[config.mk]
export PLATFORM = sky130hd
export DESIGN_NAME = sss_sqrt_cell
export DESIGN_NICKNAME = d
export VERILOG_FILES = /design/src/hw/rtl/sphere_surface_sample_defines.svh /design/src/hw/rtl/sss_pkg.sv /design/src/hw/rtl/sss_sqrt_cell.sv
export SDC_FILE = /design/constraint.sdc
export NUM_CORES = 1
export LEC_CHECK = 0
export BUFFER_PORTS_ARGS = -buffer_cell sky130_fd_sc_hd__buf_4
export CELL_PAD_IN_SITES_DETAIL_PLACEMENT = 0
export CELL_PAD_IN_SITES_GLOBAL_PLACEMENT = 2
export CORE_ASPECT_RATIO = 0.5
export CORE_MARGIN = 2
export CORE_UTILIZATION = 29
export CTS_CLUSTER_DIAMETER = 30
export CTS_CLUSTER_SIZE = 40
export DETAILED_ROUTE_END_ITERATION = 7
export GPL_ROUTABILITY_DRIVEN = 0
export HOLD_SLACK_MARGIN = 0.1
export PLACE_DENSITY = 0.86
export SLEW_MARGIN = 30
export SYNTH_ARGS = -nofsm -noshare
export SYNTH_HDL_FRONTEND = slang
export SYNTH_SLANG_ARGS = --single-unit
[constraint.sdc]
create_clock -name clock -period 2.5 [get_ports clock]
set_input_delay 0.5 -clock clock [delete_from_list [all_inputs] [get_ports clock]]
set_output_delay 0.5 -clock clock [all_outputs]
set_load 0.02 [all_outputs]
[src/hw/rtl/sphere_surface_sample_defines.svh]
// Assertion macros for the sphere surface sampler.
`ifndef SPHERE_SURFACE_SAMPLE_DEFINES_SVH
`define SPHERE_SURFACE_SAMPLE_DEFINES_SVH
`ifndef NO_ASSERTIONS
`define SSS_ASSERT(label, clk, rst, prop, msg) \
   label: assert property (@(posedge clk) disable iff (rst) (prop)) else $error(msg);
`define SSS_ASSERT_NR(label, clk, prop, msg) \
   label: assert property (@(posedge clk) (prop)) else $error(msg);
`else
`define SSS_ASSERT(label, clk, rst, prop, msg)
`define SSS_ASSERT_NR(label, clk, prop, msg)
`endif
`endif

[src/hw/rtl/sss_pkg.sv]
// Shared types and constants for the sphere surface sampler.
package sss_pkg;
   localparam int RadW   = 24;
   localparam int FracW  = 16;
   localparam int OutW   = 25;
   localparam int SqW    = 48;
   localparam int SqSteps = 24;
   localparam int CW     = 36;   // cordic x/y width, units 2^-24
   localparam int PhW    = 33;   // signed phase, units 2^-32 turn
   localparam int AtanEntries = 24;
   localparam logic [30:0] GainQ30 = 31'd652032874;

   // one square-root cell's working set
   typedef struct packed {
      logic [SqW-1:0]  rem;
      logic [RadW-1:0] res;
   } sq_work_type;

   // one cordic cell's working set
   typedef struct packed {
      logic signed [CW-1:0]  x;
      logic signed [CW-1:0]  y;
      logic signed [PhW-1:0] ph;
   } rot_work_type;

   function automatic logic [31:0] atan_turns(input int i);
      logic [31:0] t;
      case (i)
         0: t = 32'd536870912;  1: t = 32'd316933406;  2: t = 32'd167458907;
         3: t = 32'd85004756;   4: t = 32'd42667331;   5: t = 32'd21354465;
         6: t = 32'd10680862;   7: t = 32'd5340245;    8: t = 32'd2670163;
         9: t = 32'd1335087;    10: t = 32'd667544;    11: t = 32'd333772;
         12: t = 32'd166886;    13: t = 32'd83443;     14: t = 32'd41721;
         15: t = 32'd20861;     16: t = 32'd10430;     17: t = 32'd5215;
         18: t = 32'd2608;      19: t = 32'd1304;      20: t = 32'd652;
         21: t = 32'd326;       22: t = 32'd163;       23: t = 32'd81;
         default: t = 32'd0;
      endcase
      return t;
   endfunction
endpackage

[src/hw/rtl/sss_sqrt_cell.sv]
// One bit-pair step of the restoring square root, registered.
module sss_sqrt_cell #(
   parameter int STEP = 0
) (
   input  logic                  clock,
   input  logic                  enable,
   input  sss_pkg::sq_work_type  work_i,
   output sss_pkg::sq_work_type  work_o
);
   import sss_pkg::*;
   // res holds root bits so far; trial = (res << 2) | 1 against the next bit pair
   localparam int Sh = 2 * (SqSteps - 1 - STEP);
   logic [SqW+1:0] trial;
   logic [SqW+1:0] part;
   sq_work_type work_in, work_ff;

   always_comb begin
      part  = {2'b00, work_i.rem} >> Sh;
      trial = {(SqW-RadW)'(0), work_i.res, 2'b01};
      work_in.rem = work_i.rem;
      work_in.res = {work_i.res[RadW-2:0], 1'b0};
      if (part >= trial) begin
         work_in.rem = work_i.rem - SqW'(trial << Sh);
         work_in.res = {work_i.res[RadW-2:0], 1'b1};
      end
   end

   always_ff @(posedge clock) begin
      if (enable) work_ff <= work_in;
   end
   assign work_o = work_ff;
endmodule

==> results.json <==
{
  "grt.busiest_layer": "met2",
  "worst-path-max-fanout": 1,
  "postCtsSetupRepairBufs": 0,
  "cts.sinks": 72,
  "yosys.area.top_type": "edfxtp_1",
  "clk_pin_slew_ps": 50,
  "num_vias": 1425,
  "drcViolationCount": 0,
  "cts-root-buf": "clkbuf_16",
  "setup_viol": 0,
  "tightest_slew_ps": 430,
  "fin_nets": 321,
  "instances_no_fill": 358,
  "crit_family": "flip-flops",
  "clkPwrFrac_pct": 39.1,
  "hp-class": "input port to flop",
  "crit_type": "flop to output pin",
  "grt.total_usage_pct": 13.2,
  "syn_area_per_cell_um2": 26.1,
  "overflow": 0,
  "final_common_cell": "buf_4",
  "cp.depth": 1,
  "synth_warnings": 0,
  "grt_setup_unrepaired": "no",
  "first_iter_violations": 51,
  "grt_max_degree": 41,
  "grtUsageMet3_pct": 6.02,
  "required_ps": 2000,
  "mostFrequentLayoutCells": "buf_4, edfxtp_1, clkbuf_16",
  "crit_path_start": "work_o[69]",
  "ir_drop_mv": 0.331,
  "grt_pass1_wl_mm": 7.91,
  "min_period_over_period_pct": 55.1,
  "first_pass_iters": 4,
  "die_h_um": 66.9,
  "powerDensity_nw_per_um2": 799,
  "syn_nets": 164,
  "final.setup.tns_ps": 0,
  "intPower_mw": 2.38,
  "cts-htree-levels": 3,
  "synth.area.top_cells": "edfxtp_1, nor4_2, ha_1",
  "swShare_pct": 21.8,
  "rows": 22,
  "place_ws_ps": 825,
  "worstPathArrival_ps": 880,
  "cts_made_buffers": 9,
  "combPwrFrac_pct": 12.9,
  "ios": 146,
  "largest_reg_flops": 72,
  "drive_gt1_share_pct": 64.8,
  "final_util_pct": 51.0,
  "slew_headroom_pct": 71.3,
  "dpl.cell_count": 342,
  "p_switching_mw": 0.665,
  "met2_usage_pct": 23.4,
  "power_leakage_nw": 1.59,
  "clock.fmax_mhz": 726,
  "cp_slowest_cell": "edfxtp_1",
  "ant_nets": 0,
  "insertedDiodeCount": 0,
  "dieArea_um2": 8680,
  "hold_buffers": 0,
  "crit_chain": "buf_4",
  "ys_ff_latch": 72,
  "yosysSeqAreaShare_pct": 94.3,
  "post-route-min-period_ps": 1380,
  "gr-usage-met1_pct": 13.0,
  "fin_ws_ps": 1120,
  "crit_path_end": "work_o[69]",
  "core_area_um2": 7490,
  "cpPeakStageDelay_ps": 380,
  "dp_hpwl_mm": 4.26,
  "maxCapViolCount": 0,
  "clockBufferDepth": 2,
  "p_seq_share_pct": 47.9,
  "port_buffers": 145,
  "hold_viol": 0,
  "status": "finished, final reports clean",
  "syn_inst": 88,
  "syn_to_final_growth_pct": 66.4,
  "grt_antenna_before_repair": 0,
  "chipWidth_um": 130,
  "wirelength_mm": 5.53,
  "wl_per_cell_um": 15.4,
  "via_per_inst": 3.98,
  "cp_num_buf_inv": 1,
  "cp-end-kind": "output pin",
  "cts_resized": 0,
  "cts_tree": "done",
  "synth.top_cell.area_share_pct": 94.3,
  "first_global_vias": 1554,
  "slew_viol_final": 0,
  "ys_types": 10,
  "fillers": 647,
  "synth_area_um2": 2290,
  "startpoint_type": "flop",
  "floorplan.initialDensity_pct": 30.6
}
## metrics by stage
step           power, mW  hold WS (ps)  area (um2)
2_1_floorplan       1.62           599        2290
3_3_place_gp        1.88           678        3540
3_5_place_dp        1.89           679        3540
4_1_cts             3.09           331        3820
5_1_grt             3.17           326        3820
6_report            3.05           346        3820
## metal layers
layer | part of all wire [%] | up-vias
met5 | 0 | -
met2 | 56 | 45
met1 | 36 | 699
met4 | 2.3 | 0
met3 | 5.9 | 10
li1 | - | 671
## area by class of cell
| class | count | area (um2) | area share [%] |
|---|---|---|---|
| clock inverters | 5 | 47.5 | 1.25 |
| flip-flops and latches | 72 | 2160 | 56.6 |
| well taps | 108 | 135 | 3.54 |
| multi-input cells | 13 | 120 | 3.15 |
| repair buffers | 146 | 1110 | 29.0 |
| inverters | 3 | 11.3 | 0.295 |
| clock buffers | 11 | 233 | 6.10 |
## cell families (layout without fill, tap and decap cells)
family                     Yosys count  in the layout  synth area share, %
muxes                                1              1                0.436
xor gates and xnor gates             1              1                0.382
buffers and inverters                3            165                0.491
AOI/OAI and AO/OA                    1              1                0.382
DFF                                 72             72                 94.3
and+or+nand+nor                      8              8                 2.95
adders and majority gates            2              2                 1.09
## synth_stat cells
cell / instances
nor2_2: 1
nor4_2: 3
mux2i_1: 1
xnor2_1: 1
edfxtp_1: 72
o2111ai_1: 1
inv_1: 3
nor4_1: 3
ha_1: 2
nand3_1: 1
## worst min-delay path by stage
stage | from | end | slack, ps | depth (start not counted)
2_1_floorplan | work_i[9] | work_o[10] | 600 | 0
3_3_place_gp | work_i[41] | work_o[41] | 680 | 1
3_5_place_dp | work_i[56] | work_o[56] | 680 | 1
4_1_cts | work_i[56] | work_o[56] | 330 | 1
5_1_grt | work_i[41] | work_o[41] | 330 | 1
6_report | work_i[56] | work_o[56] | 350 | 1
## power groups by stage
stage	sequential, mW	clock [mW]	combinational [mW]
after floorplan	1.61	0	0.00637
after global placement	1.48	0	0.392
after detailed placement	1.49	0	0.398
after CTS	1.46	1.23	0.398
after global routing	1.47	1.29	0.412
final	1.46	1.19	0.394
(Power assumes the default switching activity.)
