### src/hw/rtl/sphere_surface_sample_defines.svh
// Assertion macros for the sphere surface sampler.
`ifndef SPHERE_SURFACE_SAMPLE_DEFINES_SVH
`define SPHERE_SURFACE_SAMPLE_DEFINES_SVH
`ifndef NO_ASSERTIONS
`define SSS_ASSERT(label, clk, rst, prop, msg) \
   label: assert property (@(posedge clk) disable iff (rst) (prop)) else $error(msg);
`define SSS_ASSERT_NR(label, clk, prop, msg) \
   label: assert property (@(posedge clk) (prop)) else $error(msg);
`else
`define SSS_ASSERT(label, clk, rst, prop, msg)
`define SSS_ASSERT_NR(label, clk, prop, msg)
`endif
`endif

### src/hw/rtl/sss_pkg.sv
// Shared types and constants for the sphere surface sampler.
package sss_pkg;
   localparam int RadW   = 24;
   localparam int FracW  = 16;
   localparam int OutW   = 25;
   localparam int SqW    = 48;
   localparam int SqSteps = 24;
   localparam int CW     = 36;   // cordic x/y width, units 2^-24
   localparam int PhW    = 33;   // signed phase, units 2^-32 turn
   localparam int AtanEntries = 24;
   localparam logic [30:0] GainQ30 = 31'd652032874;

   // one square-root cell's working set
   typedef struct packed {
      logic [SqW-1:0]  rem;
      logic [RadW-1:0] res;
   } sq_work_type;

   // one cordic cell's working set
   typedef struct packed {
      logic signed [CW-1:0]  x;
      logic signed [CW-1:0]  y;
      logic signed [PhW-1:0] ph;
   } rot_work_type;

   function automatic logic [31:0] atan_turns(input int i);
      logic [31:0] t;
      case (i)
         0: t = 32'd536870912;  1: t = 32'd316933406;  2: t = 32'd167458907;
         3: t = 32'd85004756;   4: t = 32'd42667331;   5: t = 32'd21354465;
         6: t = 32'd10680862;   7: t = 32'd5340245;    8: t = 32'd2670163;
         9: t = 32'd1335087;    10: t = 32'd667544;    11: t = 32'd333772;
         12: t = 32'd166886;    13: t = 32'd83443;     14: t = 32'd41721;
         15: t = 32'd20861;     16: t = 32'd10430;     17: t = 32'd5215;
         18: t = 32'd2608;      19: t = 32'd1304;      20: t = 32'd652;
         21: t = 32'd326;       22: t = 32'd163;       23: t = 32'd81;
         default: t = 32'd0;
      endcase
      return t;
   endfunction
endpackage

### src/hw/rtl/sss_cordic_cell.sv
// One CORDIC rotation step, registered.
module sss_cordic_cell #(
   parameter int STEP = 0
) (
   input  logic                   clock,
   input  logic                   enable,
   input  sss_pkg::rot_work_type  work_i,
   output sss_pkg::rot_work_type  work_o
);
   import sss_pkg::*;
   logic signed [CW-1:0] dx, dy;
   logic signed [PhW-1:0] ang;
   rot_work_type work_in, work_ff;

   always_comb begin
      dx  = work_i.y >>> STEP;
      dy  = work_i.x >>> STEP;
      ang = PhW'($signed({1'b0, atan_turns(STEP)}));
      if (!work_i.ph[PhW-1]) begin
         work_in.x  = work_i.x - dx;
         work_in.y  = work_i.y + dy;
         work_in.ph = work_i.ph - ang;
      end else begin
         work_in.x  = work_i.x + dx;
         work_in.y  = work_i.y - dy;
         work_in.ph = work_i.ph + ang;
      end
   end

   always_ff @(posedge clock) begin
      if (enable) work_ff <= work_in;
   end
   assign work_o = work_ff;
endmodule

### config.mk
export PLATFORM = sky130hd
export DESIGN_NAME = sss_cordic_cell
export DESIGN_NICKNAME = d
export VERILOG_FILES = /design/src/hw/rtl/sphere_surface_sample_defines.svh /design/src/hw/rtl/sss_pkg.sv /design/src/hw/rtl/sss_cordic_cell.sv
export SDC_FILE = /design/constraint.sdc
export NUM_CORES = 1
export LEC_CHECK = 0
export ABC_AREA = 0
export BUFFER_PORTS_ARGS = -buffer_cell sky130_fd_sc_hd__buf_2
export CAP_MARGIN = 20
export CORE_MARGIN = 1.5
export CORE_UTILIZATION = 55
export CTS_CLUSTER_DIAMETER = 200
export DETAILED_ROUTE_END_ITERATION = 7
export GPL_TIMING_DRIVEN = 0
export PLACE_DENSITY_LB_ADDON = 0.1
export SLEW_MARGIN = 25
export SYNTH_ARGS = -nofsm -noshare
export SYNTH_HDL_FRONTEND = slang
export SYNTH_SLANG_ARGS = --single-unit
### constraint.sdc
create_clock -name clock -period 4.93 [get_ports clock]
set_input_delay 0.986 -clock clock [delete_from_list [all_inputs] [get_ports clock]]
set_output_delay 0.986 -clock clock [all_outputs]
set_load 0.02 [all_outputs]
==> results of run 1 <==
==> worst max-delay path by stage <==
stage / startpoint / slack [ns] / end
2_1_floorplan: work_i[44] / 1.21 / work_o[103]
3_3_place_gp: work_i[39] / 0.22 / work_o[102]
3_5_place_dp: work_i[39] / 0.27 / work_o[102]
4_1_cts: work_i[39] / 0.64 / work_o[102]
5_1_grt: work_i[39] / 0.38 / work_o[102]
6_report: work_i[36] / 0.52 / work_o[68]
==> area by class of cell <==
cell class                 instances  share of cell area, %
tap                              220                   2.50
inverter                         112                   3.82
multi-input combinational        792                   50.7
clock inverter                     7                  0.908
clock buffer                       9                   2.04
sequential                       104                   28.3
buffer                            50                   1.83
timing repair buffer             211                   9.85
==> report_power, final <==
group	leakage (nW)	switching (mW)	internal [mW]
combinational	3.67	0.838	0.428
sequential	1.02	0.0314	1.14
clock	0.158	0.373	0.411
total	4.85	1.24	1.98
==> metal layers <==
metal / up-vias / part of all wire (%) / global-route usage (%)
met5: - / 0 / 0
met4: 0 / 4.6 / 16.6
met3: 104 / 8.4 / 4.30
met2: 534 / 47 / 59.3
met1: 4328 / 40 / 44.9
li1: 4250 / - / -
==> synthesized netlist by cell type, types with 3 or more instances <==
master                     number  share of area [%]
sky130_fd_sc_hd__a211o_1        3               0.28
sky130_fd_sc_hd__a211oi_1      15                1.2
sky130_fd_sc_hd__a21boi_0       5               0.40
sky130_fd_sc_hd__a21o_1        16                1.3
sky130_fd_sc_hd__a21oi_1      114                6.1
sky130_fd_sc_hd__a221o_1        3               0.32
sky130_fd_sc_hd__a31o_2         3               0.28
sky130_fd_sc_hd__a31oi_1       16                1.1
sky130_fd_sc_hd__a41oi_1        3               0.28
sky130_fd_sc_hd__and2_1         6               0.40
sky130_fd_sc_hd__buf_1         10               0.40
sky130_fd_sc_hd__clkbuf_1      36                1.4
sky130_fd_sc_hd__edfxtp_1     104                 33
sky130_fd_sc_hd__fa_1           4               0.86
sky130_fd_sc_hd__ha_1         107                 14
sky130_fd_sc_hd__inv_1        110                4.4
sky130_fd_sc_hd__mux2i_1       15                1.6
sky130_fd_sc_hd__nand2_1       49                2.0
sky130_fd_sc_hd__nand2b_1      10               0.67
sky130_fd_sc_hd__nand3_1       14               0.75
sky130_fd_sc_hd__nand3b_1       3               0.24
sky130_fd_sc_hd__nand4_1       18                1.2
sky130_fd_sc_hd__nor2_1        85                3.4
sky130_fd_sc_hd__nor2b_1       12               0.80
sky130_fd_sc_hd__nor3_1        23                1.2
sky130_fd_sc_hd__nor4_1        11               0.74
sky130_fd_sc_hd__o211a_1        3               0.32
sky130_fd_sc_hd__o211ai_1      10               0.80
sky130_fd_sc_hd__o21a_1         7               0.56
sky130_fd_sc_hd__o21ai_0       80                4.3
sky130_fd_sc_hd__o21bai_1      20                1.6
sky130_fd_sc_hd__o221ai_1       4               0.38
sky130_fd_sc_hd__o311ai_0       6               0.56
sky130_fd_sc_hd__o31a_1         3               0.28
sky130_fd_sc_hd__o31ai_1       14                1.1
sky130_fd_sc_hd__or3_1          5               0.34
sky130_fd_sc_hd__xnor2_1       65                6.1
sky130_fd_sc_hd__xor2_1         5               0.47
==> worst max-delay path: cells and delay by family <==
family / cells / cell delay, ns
compound gates: 6 / 2.09
buf+inv: 4 / 0.50
fa+ha+maj: 1 / 0.31
simple gates: 1 / 0.41
xor+xnor: 1 / 0.19
==> metrics by stage <==
stage / instances / hold slack (ns) / power (mW)
after floorplan: 1058 / 1.08 / 1.99
after global placement: 1488 / 1.16 / 2.42
after detailed placement: 1489 / 1.17 / 2.43
after CTS: 1505 / 0.794 / 3.21
after global routing: 1505 / 0.791 / 3.36
final: 1505 / 0.803 / 3.22
==> logic make-up (layout without fill, tap and decap cells) <==
family                     Yosys count  count (layout)  synth area share (%)
AOI/OAI and AO/OA                  350             350                  23.8
xor gates and xnor gates            70              70                  6.57
adders and majority gates          111             111                  15.2
buffers and inverters              162             389                  6.66
DFF                                104             104                  33.5
muxes                               15              15                  1.61
and+or+nand+nor                    246             246                  12.7
==> run_results.csv, run 1 <==
group,metric,value,unit
clock_network,clkSlewWorstSetupHoldPaths,0.07,ns
finish,syn_to_final_growth,18.1,%
floorplanning,core_area,0.0166,sq mm
worst_hold_path,hold_path_startpoint,"work_i[4]",
logic_synthesis,synth_nets,1276,
floorplanning,initial_utilization,56.3,%
sta,setup-violations-final,0,
finish,nets,1498,
finish,fillerInstances,1454,
worst_setup_path,critical-path-slowest-cell,"sky130_fd_sc_hd__o41ai_1",
finish,final_cell_area,0.0110,sq mm
routing,routed_wire_length_per_instance,21.0,um
logic_synthesis,yosys_most_used_dff,"sky130_fd_sc_hd__edfxtp_1",
worst_setup_path,path_common_cell,"sky130_fd_sc_hd__a31oi_1",
clock_network,cts_post_setup_buffers_inserted,0,
worst_setup_path,cp_slowest_stage_delay,0.57,ns
global_routing,grt_max_degree,74,
clock_network,cts_made_buffers,9,
clock_network,cts.path.max_buffers,2,
logic_synthesis,synthesis.instances,1058,
place,portBuffers,210,
floorplanning,y_dimension_of_the_die,133,um
sta,final_min_period_over_clock_period,89.5,%
worst_setup_path,timing_worst_setup_path_type,"input port to register",
status,outcome,"completed",
sta,slew_violations,0,
sta,timing.slew.headroom,25.7,%
finish,layout_common_cells,"sky130_fd_sc_hd__buf_2, sky130_fd_sc_hd__a21oi_1, sky130_fd_sc_hd__inv_1",
worst_setup_path,setup.worst_path.start_class,"input port",
floorplanning,placement_rows,47,
logic_synthesis,avg_synthesized_cell_area,8.82,sq um
clock_network,cts_root_cell,"sky130_fd_sc_hd__clkbuf_16",
clock_network,ctsHtreeMaxLevel,3,
floorplanning,io-pin-count,212,
logic_synthesis,synth_enable_flop_cells,104,
logic_synthesis,synth_sequential_area_ratio,33.5,%
routing,routed_wirelength,31600,um
sta,timing.final.crit_period,4.41,ns
finish,flip_flop_and_latch_area,0.00312,sq mm
worst_setup_path,timing.critical_path.required,5.03,ns
global_routing,grt_first_pass_wirelength,48100,um
routing,vias,9216,
finish,mostFrequentLayoutCell,"sky130_fd_sc_hd__buf_2",
clock_network,numClockSinks,104,
sta,grt_setup_unrepaired,"false",
sta,fmax,227,MHz
place,hpwl_dp,24700,um
routing,drt-initial-drc-count,978,
clock_network,cts_resized,0,
worst_setup_path,path_max_fanout,10,
worst_hold_path,min-delay-path-class,"input port to register",
routing,route.detailed.vias_per_inst,6.12,
finish,max_reg_flops,104,
place,place.gp.congestion,0.976,
logic_synthesis,yosysWarnings,0,
run,maxCapViolCount,0,
pwr,irDropWorstVdd,0.184,mV
finish,final_layout_size_suffix_gt1_share,18.9,%
clock_network,hold_buffers,0,
sta,worst-slew-pin-transition,1.11,ns
pwr,cellPowerDensity,292,mW/mm^2
sta,hold_viol_final,0,
routing,antenna_left,0,
worst_hold_path,hold-path-endpoint,"work_o[4]",
logic_synthesis,number_of_distinct_library_cell_variants_in_the_gate_level_netlist_after_synthesis,70,
routing,detail_route.first_pass.iterations,6,
floorplanning,die_area,0.0178,sq mm
worst_setup_path,timing.critical_path.to_type,"register",
global_routing,global_route.usage.total,35.1,%
finish,fin_util,66.4,%
clock_network,tritoncts,"done",
floorplanning,die_width,133,um
logic_synthesis,mappedNetlistArea,0.00933,sq mm
sta,fin_setup_tns,0,ns
worst_hold_path,hold_path_depth,1,
finish,antenna_cells,0,
sta,timing.final.ws_setup,0.516,ns
worst_setup_path,worstPathArrival,4.51,ns
pwr,total_leakage_power,4.85,nW
logic_synthesis,postSynthRegisterBits,104,
worst_setup_path,worstPathCellList,"buf_2 > inv_1 > ha_1 > clkbuf_1 > inv_1 > o311ai_0 > a31oi_1 > a31oi_1 > nor4_1 > o21ai_1 > o41ai_1 > a31oi_1 > xnor2_1",
global_routing,first_global_vias,8863,
routing,drc_errors,0,
logic_synthesis,async_flop_share,0,%
place,placed_area,0.0107,sq mm
global_routing,antenna_found_initial,0,
global_routing,globalRouteOverflowTotal,0,
place,pre_cts_ws,0.271,ns
finish,multiInputGateArea,0.00559,sq mm
No activity file was read; power rests on OpenSTA's default activity.
==> run 2, diff against run 1 <==
==> constraint.sdc (replaced) <==
create_clock -name clock -period 4.2 [get_ports clock]
set_input_delay 0.84 -clock clock [delete_from_list [all_inputs] [get_ports clock]]
set_output_delay 0.84 -clock clock [all_outputs]
set_load 0.02 [all_outputs]
==> run 2 against run 1 <==
  * Routed wire length is essentially flat
  * Sequential power grew 18%
  * Combinational power grew 17%
  * Clock-buffer cell count is the same
  * Critical path type unchanged
  * Critical endpoint is now work_o[101]
==> run_results.csv, run 2 (synthesized netlist as in run 1, its figures left out) <==
group,metric,value,unit
clock_network,ctsHtreeMaxLevel,3,
worst_setup_path,timing_worst_setup_path_type,"input port to register",
clock_network,clkSlewWorstSetupHoldPaths,0.07,ns
worst_setup_path,critical-path-slowest-cell,"sky130_fd_sc_hd__nor3_1",
routing,detail_route.first_pass.iterations,5,
run,maxCapViolCount,0,
finish,final_layout_size_suffix_gt1_share,19.1,%
global_routing,grt.met3_usage,4.30,%
floorplanning,core_area,0.0166,sq mm
finish,mostFrequentLayoutCell,"sky130_fd_sc_hd__buf_2",
worst_setup_path,cp_num_buf_inv,3,
pwr,power.internal,2.33,mW
pwr,total_leakage_power,4.85,nW
global_routing,grt_max_degree,74,
clock_network,cts.path.max_buffers,2,
routing,drc_errors,0,
sta,worst-slew-pin-transition,1.09,ns
finish,flip_flop_and_latch_area,0.00312,sq mm
pwr,seq_power_share,36.3,%
global_routing,antenna_found_initial,0,
sta,hold_viol_final,0,
worst_setup_path,cp_slowest_stage_delay,0.84,ns
routing,vias,9246,
floorplanning,y_dimension_of_the_die,133,um
place,hpwl_dp,24700,um
place,pre_cts_ws,-0.313,ns
global_routing,globalRouteMet2Util,59.3,%
worst_setup_path,timing.critical_path.required,4.30,ns
sta,setup-violations-final,0,
routing,route.detailed.vias_per_inst,6.14,
routing,routed_wire_length_per_instance,21.0,um
global_routing,global_route.usage.total,35.1,%
global_routing,globalRouteOverflowTotal,0,
clock_network,cts_post_setup_buffers_inserted,0,
clock_network,tritoncts,"done",
routing,drt-initial-drc-count,908,
worst_setup_path,worstPathCellList,"buf_2 > inv_1 > ha_1 > clkbuf_1 > a21oi_1 > a21oi_1 > nor3_1 > o21bai_1 > a31oi_1 > o22ai_1 > o21ai_0 > a21boi_0 > xnor2_1",
worst_hold_path,hold_path_startpoint,"work_i[18]",
worst_hold_path,min-delay-path-class,"input port to register",
pwr,post-layout-total-power,3.79,mW
place,portBuffers,210,
worst_setup_path,cp_top_family,"compound AO/OA/AOI/OAI gates",
pwr,clockPowerShare,24.4,%
worst_setup_path,path_depth,13,
global_routing,first_global_vias,8863,
sta,fmax,245,MHz
routing,antenna_left,0,
status,outcome,"completed",
worst_setup_path,setup.worst_path.start_class,"input port",
finish,nets,1498,
clock_network,cts_root_cell,"sky130_fd_sc_hd__clkbuf_16",
worst_hold_path,hold-path-endpoint,"work_o[18]",
floorplanning,die_area,0.0178,sq mm
worst_setup_path,path_max_fanout,10,
finish,multiInputGateArea,0.00561,sq mm
worst_hold_path,hold_path_depth,1,
routing,routed_wirelength,31600,um
pwr,switching_share,38.7,%
finish,fin_util,66.6,%
sta,timing.final.crit_period,4.08,ns
floorplanning,io-pin-count,212,
pwr,irDropWorstVdd,0.217,mV
sta,timing.final.ws_setup,0.121,ns
pwr,part_of_the_total_power_dissipated_in_combinational_logic,39.3,%
finish,max_reg_flops,104,
pwr,switching_power,1.47,mW
finish,layout_common_cells,"sky130_fd_sc_hd__buf_2, sky130_fd_sc_hd__a21oi_1, sky130_fd_sc_hd__inv_1",
sta,slew_violations,0,
finish,fillerInstances,1451,
place,place.gp.congestion,0.976,
global_routing,globalRouteMet1Util,44.9,%
sta,timing.slew.headroom,27.4,%
clock_network,cts_made_buffers,9,
global_routing,grt_most_used_layer,"met2",
worst_setup_path,timing.critical_path.to_type,"register",
floorplanning,die_width,133,um
sta,grt_setup_unrepaired,"false",
worst_setup_path,worstPathArrival,4.18,ns
clock_network,numClockSinks,104,
floorplanning,initial_utilization,56.3,%
sta,final_min_period_over_clock_period,97.1,%
global_routing,grt_first_pass_wirelength,48100,um
worst_setup_path,path_common_cell,"sky130_fd_sc_hd__a21oi_1",
finish,syn_to_final_growth,18.3,%
pwr,cellPowerDensity,343,mW/mm^2
finish,antenna_cells,0,
floorplanning,placement_rows,47,
run 2: cell count changes in the layout (fill, tap and decap cells not counted):
cell / delta
sky130_fd_sc_hd__a211oi_1: -1
sky130_fd_sc_hd__a211oi_2: +1
sky130_fd_sc_hd__a31oi_1: -1
sky130_fd_sc_hd__a31oi_2: +1
sky130_fd_sc_hd__o41ai_1: -1
sky130_fd_sc_hd__o41ai_2: +1
run 2: repair_timing:
action,4_1_cts,5_1_grt
gates resized for setup,0,3
hold buffers,0,0
setup endpoints to repair,0,5
endpoints found under the hold margin,0,0
run 2: how the worst max path moves through the flow:
stage / start / to / slack (ns)
after floorplan: work_i[44] / work_o[103] / 0.62
after global placement: work_i[39] / work_o[102] / -0.37
after global routing: work_i[36] / work_o[101] / 0.03
final: work_i[36] / work_o[101] / 0.12
after CTS: work_i[39] / work_o[102] / 0.06
after detailed placement: work_i[39] / work_o[102] / -0.31
run 2: layout make-up:
cell class	count	share of cell area [%]
well taps	220	2.49
clock inverters	7	0.907
inverters	112	3.81
plain buffers	50	1.83
flip-flops and latches	104	28.3
clock buffers	9	2.04
multi-input cells	792	50.8
repair buffers	211	9.83
run 2: power by group through the flow:
stage	clock network, mW	logic (mW)	registers, mW
after floorplan	0	0.736	1.60
after global placement	0	1.44	1.40
after detailed placement	0	1.45	1.40
after CTS	0.929	1.46	1.38
after global routing	0.966	1.59	1.39
final	0.924	1.49	1.38
run 2: metrics by stage:
stage / area, sq um / std cells / TNS [ns] / hold slack [ns]
CTS: 11000 / 1505 / 0 / 0.648
detailed placement: 10700 / 1489 / -1.47 / 1.02
global placement: 10700 / 1488 / -1.67 / 1.02
floorplan: 9330 / 1058 / 0 / 0.939
finish: 11000 / 1505 / 0 / 0.655
global route: 11000 / 1505 / 0 / 0.645
run 2: routing by layer:
metal | vias to the layer above | routed length, um | part of all wire [%]
met5 | - | 0 | 0
met4 | 0 | 1410 | 4.5
met3 | 94 | 2600 | 8.2
met2 | 573 | 14800 | 47
met1 | 4328 | 12800 | 40
li1 | 4251 | - | -
